`src/tehist_pkg.sv`:
```
`timescale 1ns / 1ps
// ----------------------------------------------------------------------------
// tehist_pkg
// Shared types and constants for the tag emission histogram.
// ----------------------------------------------------------------------------
package tehist_pkg;

    localparam int SYMBOL_BITS = 16;
    localparam int COUNT_BITS  = 32;
    localparam int TAG_BITS    = 2;
    localparam int NUM_TAGS    = 1 << TAG_BITS;
    localparam int NUM_SYMBOLS = 1 << SYMBOL_BITS;
    localparam int CURSOR_BITS = SYMBOL_BITS + 1;

    // probabilities are Q0.16, one extra bit so that 1.0 fits
    localparam int FRAC_BITS  = 16;
    localparam int PROB_BITS  = FRAC_BITS + 1;
    localparam int PAIR_BITS  = COUNT_BITS + 1;
    localparam int TOTAL_BITS = COUNT_BITS + TAG_BITS;
    localparam int REM_BITS   = TOTAL_BITS + 1;
    localparam int STEP_BITS  = $clog2(PROB_BITS);

    localparam logic [SYMBOL_BITS-1:0] SPACE_CODE = SYMBOL_BITS'(16'h0020);
    localparam logic [CURSOR_BITS-1:0] CURSOR_END = CURSOR_BITS'(NUM_SYMBOLS);
    localparam logic [COUNT_BITS-1:0]  COUNT_MAX  = {COUNT_BITS{1'b1}};

    typedef enum logic {
        OP_COUNT = 1'b0,
        OP_EMIT  = 1'b1
    } op_t;

    typedef enum logic [TAG_BITS-1:0] {
        TAG_SINGLE = 2'd0,
        TAG_BEGIN  = 2'd1,
        TAG_MIDDLE = 2'd2,
        TAG_END    = 2'd3
    } tag_t;

    typedef logic [NUM_TAGS-1:0][COUNT_BITS-1:0] row_t;

    // handshake between the sequencer and the divider
    typedef struct packed {
        logic                  start;
        logic [COUNT_BITS-1:0] numer;
        logic [TOTAL_BITS-1:0] denom;
    } div_req_t;

    typedef struct packed {
        logic                 done;
        logic [PROB_BITS-1:0] quot;
    } div_rsp_t;

endpackage

```
`src/tehist_div.sv`:
```
`timescale 1ns / 1ps
// ----------------------------------------------------------------------------
// tehist_div
// Restoring divider: floor(numer * 2^16 / denom), one quotient bit a cycle.
// ----------------------------------------------------------------------------
module tehist_div (
    input  logic                 aclk,
    input  logic                 aresetn,
    input  tehist_pkg::div_req_t req,
    output tehist_pkg::div_rsp_t rsp
);

    logic                                busy_reg,  busy_next;
    logic                                done_reg,  done_next;
    logic [tehist_pkg::STEP_BITS-1:0]    step_reg,  step_next;
    logic [tehist_pkg::REM_BITS-1:0]     rem_reg,   rem_next;
    logic [tehist_pkg::TOTAL_BITS-1:0]   denom_reg, denom_next;
    logic [tehist_pkg::PROB_BITS-1:0]    quot_reg,  quot_next;

    logic [tehist_pkg::REM_BITS-1:0]     denom_ext;
    logic [tehist_pkg::REM_BITS-1:0]     rem_kept;
    logic                                ge;

    assign denom_ext = tehist_pkg::REM_BITS'(denom_reg);
    assign ge        = (rem_reg >= denom_ext);
    assign rem_kept  = ge ? (rem_reg - denom_ext) : rem_reg;

    always_comb begin
        busy_next  = busy_reg;
        done_next  = 1'b0;
        step_next  = step_reg;
        rem_next   = rem_reg;
        denom_next = denom_reg;
        quot_next  = quot_reg;
        if (req.start) begin
            busy_next  = 1'b1;
            step_next  = '0;
            rem_next   = tehist_pkg::REM_BITS'(req.numer);
            denom_next = req.denom;
            quot_next  = '0;
        end else if (busy_reg) begin
            // remainder stays below the divisor, so the shift cannot overflow
            quot_next = {quot_reg[tehist_pkg::PROB_BITS-2:0], ge};
            rem_next  = {rem_kept[tehist_pkg::REM_BITS-2:0], 1'b0};
            step_next = step_reg + 1'b1;
            if (step_reg == tehist_pkg::STEP_BITS'(tehist_pkg::PROB_BITS - 1)) begin
                busy_next = 1'b0;
                done_next = 1'b1;
            end
        end
    end

    always_ff @(posedge aclk) begin
        if (!aresetn) begin
            busy_reg <= 1'b0;
            done_reg <= 1'b0;
            step_reg <= '0;
        end else begin
            busy_reg <= busy_next;
            done_reg <= done_next;
            step_reg <= step_next;
        end
        rem_reg   <= rem_next;
        denom_reg <= denom_next;
        quot_reg  <= quot_next;
    end

    assign rsp.done = done_reg;
    assign rsp.quot = quot_reg;

endmodule
```
`config.mk`:
```
export PLATFORM = sky130hd
export DESIGN_NAME = tehist_div
export DESIGN_NICKNAME = d
export VERILOG_FILES = /design/src/tehist_pkg.sv /design/src/tehist_div.sv
export SDC_FILE = /design/constraint.sdc
export NUM_CORES = 1
export LEC_CHECK = 0
export ABC_AREA = 0
export BUFFER_PORTS_ARGS = -buffer_cell sky130_fd_sc_hd__buf_2
export CORE_ASPECT_RATIO = 0.7
export CORE_MARGIN = 5
export CORE_UTILIZATION = 59
export CTS_BUF_LIST = sky130_fd_sc_hd__clkbuf_4 sky130_fd_sc_hd__clkbuf_8
export CTS_CLUSTER_SIZE = 20
export DETAILED_ROUTE_END_ITERATION = 7
export GPL_TIMING_DRIVEN = 0
export HOLD_SLACK_MARGIN = 0.08
export PLACE_DENSITY_LB_ADDON = 0.05
export SYNTH_ARGS = -nofsm -noshare
export SYNTH_HDL_FRONTEND = slang
export SYNTH_SLANG_ARGS = --single-unit
```
`constraint.sdc`:
```
create_clock -name aclk -period 3.2 [get_ports aclk]
set_input_delay 0.48 -clock aclk [delete_from_list [all_inputs] [get_ports aclk]]
set_output_delay 0.48 -clock aclk [all_outputs]
set_load 0.02 [all_outputs]
```
==> results.md <==
- Detailed-route wire length: 14600 µm
- TritonCTS Buffers: 9
- Clk pin slew, worst setup/hold paths: 0.11 ns
- RePlAce Congestion: 0.895
- Ys flop type: edfxtp_1
- Die width: 127 µm
- Critical path arrival: 3.24 ns
- Reg2Reg Depth: 9
- Worst-margin pin slew: 0.937 ns
- Post-Syn Area: 5690 µm²
- Relative slew slack: 37.6%
- Post-Syn Nets: between 600 and 700
- Combinational power share: ~42%
- FILL cells: between 700 and 800
- Yosys reg bits: 93
- Hpwl dp: between 10000 and 15000 µm
- Setup slack, reg-to-reg: 0.09 ns
- Async S/R FF share, synth: 0%
- Post-route ant nets: 0
- Max FFs per register: 35
- Final max-slew violation count: 0
- Sequential share of the synthesized area: between 40% and 50%
- Post-synth top area share: 34.9%
- Total global-route track usage: approximately a quarter
- Layout area overhead: 19.7%
- Cell count after synthesis: roughly 560
- Die area: 11700 µm²
- CP Class: reg2reg
- Top-count cell post-synth: edfxtp_1
- Avg Synthesized Cell Area: 10.1 µm²
- Avg Vias per Cell: 5.87
- Hold depth: 1
- RR Endpoint: rem_reg[31]
- Initial Utilization: between 50% and 60%
- Final Hold Viols: 0
- Core area: about 9500 µm²
- Ports: 87
- Clock buffer depth: 2
- Min cycle time layout: around 3.1 ns
- Peak supply drop: approximately 0.33 mV
- Total internal power: 2500 µW
- Leading area contributor after synthesis: edfxtp_1
- Yosys cell types: 71
- Setup crit end kind: flip-flop
- H-tree levels: 3
- Crit. Startpoint: rem_reg[11]
- Final hold slack: around 0.27 ns
- CTS Hold Bufs: 0
- Rows: 30
- Layout Skew: 0.0154 ns
- Status: complete, no violations
- Clock Power Share: 19.9%
- Routed length per instance: 18.2 µm
- Synth area leaders: edfxtp_1, dfxtp_1, ha_1
- Port bufs: 86
- Total Nets Final: 775
- Max Cap Violations: 0
- Share of the cycle needed by the critical path after routing: 97.0%
- Total grt overflow: 0
- Pin count of the biggest net entering global routing: 40
- Startpoint types: flip-flop
- Clk root buf: clkbuf_8
- ANT cells: 0
- Worst EP required: 3.33 ns
- DRC viols: 0
- DP Area: 6280 µm²
- Initial antenna violation count: 0
- Chip Height: between 90 and 100 µm
- Worst-path fanout max: 6
- Final setup fails: 0
- Psw: 1500 µW
- Sw Share: 37.5%
- DR iter-0 viols: 365
- Layout cells sized above 1: 23.9%
- Synth cell count leaders: edfxtp_1, nor2_1, a21oi_1
- Number of synthesized flops with an enable pin: 66
- Worst skew pair latency: around 0.38 ns
- Ys Warns: 0
- Reg power frac: 37.8%
- TritonRoute pass-1 iters: 5
- Critical path capture point: rem_reg[31]
- Leak: around 0.0030 µW
- CTS tree: built
- Pwr dens: 588 nW/µm²
- Clock Sinks: 93
- Fmax: around 320 MHz
- Via Count: between 4000 and 5000
- Util after Layout: between 70% and 80%
- Number of global-route vias before repair: 4422
- Design Area, Final: 6810 µm²
- Hold Crit Class: in2reg
- FF-to-FF Start: rem_reg[11]
- First-pass GRT wire length: between 20000 and 25000 µm
## kinds of logic after synthesis
family	synth area share, %
buffers and inverters	4.80
muxes	7.63
AOI/OAI and AO/OA	17.6
adders and majority gates	8.27
DFF	44.4
and+or+nand+nor	13.5
xor gates and xnor gates	3.85
## stage by stage
step	instances	setup slack, ns	setup TNS, ns	total power [µW]
6_report	802	0.0946	0	4000
2_1_floorplan	562	0.356	0	2620
4_1_cts	796	0.000651	0	3840
5_1_grt	802	-0.0423	-0.151	4240
3_3_place_gp	776	-0.560	-22.00	2960
3_5_place_dp	776	-0.217	-5.43	2980
## worst min-delay path by stage
| stage | slack (ns) | start | endpoint |
|---|---|---|---|
| final | 0.27 | req[31] | denom_reg[31] |
| after global routing | 0.25 | req[32] | denom_reg[32] |
| after CTS | 0.25 | req[27] | denom_reg[27] |
| after detailed placement | 0.50 | quot_reg[16] | quot_reg[16] |
| after global placement | 0.49 | quot_reg[16] | quot_reg[16] |
| after floorplan | 0.48 | step_reg[4] | step_reg[4] |
## placed cells by master (no fill, tap or decap), types with 9 or more instances in the layout
cell type and n:
inv_1 44, ha_1 29, clkbuf_8 9, nor3_1 9, o21ai_0 16, xnor2_1 13, a21oi_1 48, a21o_1 18
nand2_1 29, xor2_1 12, mux2i_1 39, edfxtp_1 66, nand4_1 10, buf_2 87, nor2_1 63, buf_4 12
dfxtp_1 27
## cell type report
type / instances / area [µm²] / area share (%)
repair buffers: 97 / 531 / 7.79
inverters: 44 / 165 / 2.43
plain buffers: 18 / 128 / 1.87
clock inverters: 7 / 80.1 / 1.18
flip-flops and latches: 93 / 2520 / 37.1
well taps: 128 / 160 / 2.35
multi-input cells: 406 / 3100 / 45.5
clock buffers: 9 / 124 / 1.82
## power groups by stage
stage / clock [µW] / combinational [µW] / sequential (µW)
after floorplan: 0 / 1110 / 1510
after global placement: 0 / 1430 / 1530
after detailed placement: 0 / 1440 / 1530
after CTS: 814 / 1520 / 1510
after global routing: 870 / 1840 / 1530
final: 797 / 1690 / 1510
## layer usage
metal,track usage (%),part of all wire [%],vias to the layer above
met3,5.24,6.6,26
li1,-,-,2263
met5,0,0,-
met2,37.9,45,185
met1,34.9,47,2230
met4,5.27,1.1,0
## timing repair
action                                 CTS  global route
gates resized for setup                 16            28
setup endpoints to repair               31            34
pin swaps                                4             9
cloned                                   0             1
buffers inserted                         4             6
endpoints found under the hold margin    0             0
## critical path: stages, from the launching register on
cell and delay, ns:
edfxtp_1 0.45, ha_1 0.43, nand4_1 0.20, or3_1 0.45, o211ai_1 0.37, a21boi_2 0.15
o221ai_1 0.33, a31oi_2 0.16, nor4b_2 0.25, a211oi_1 0.07
(Power assumes the default switching activity.)
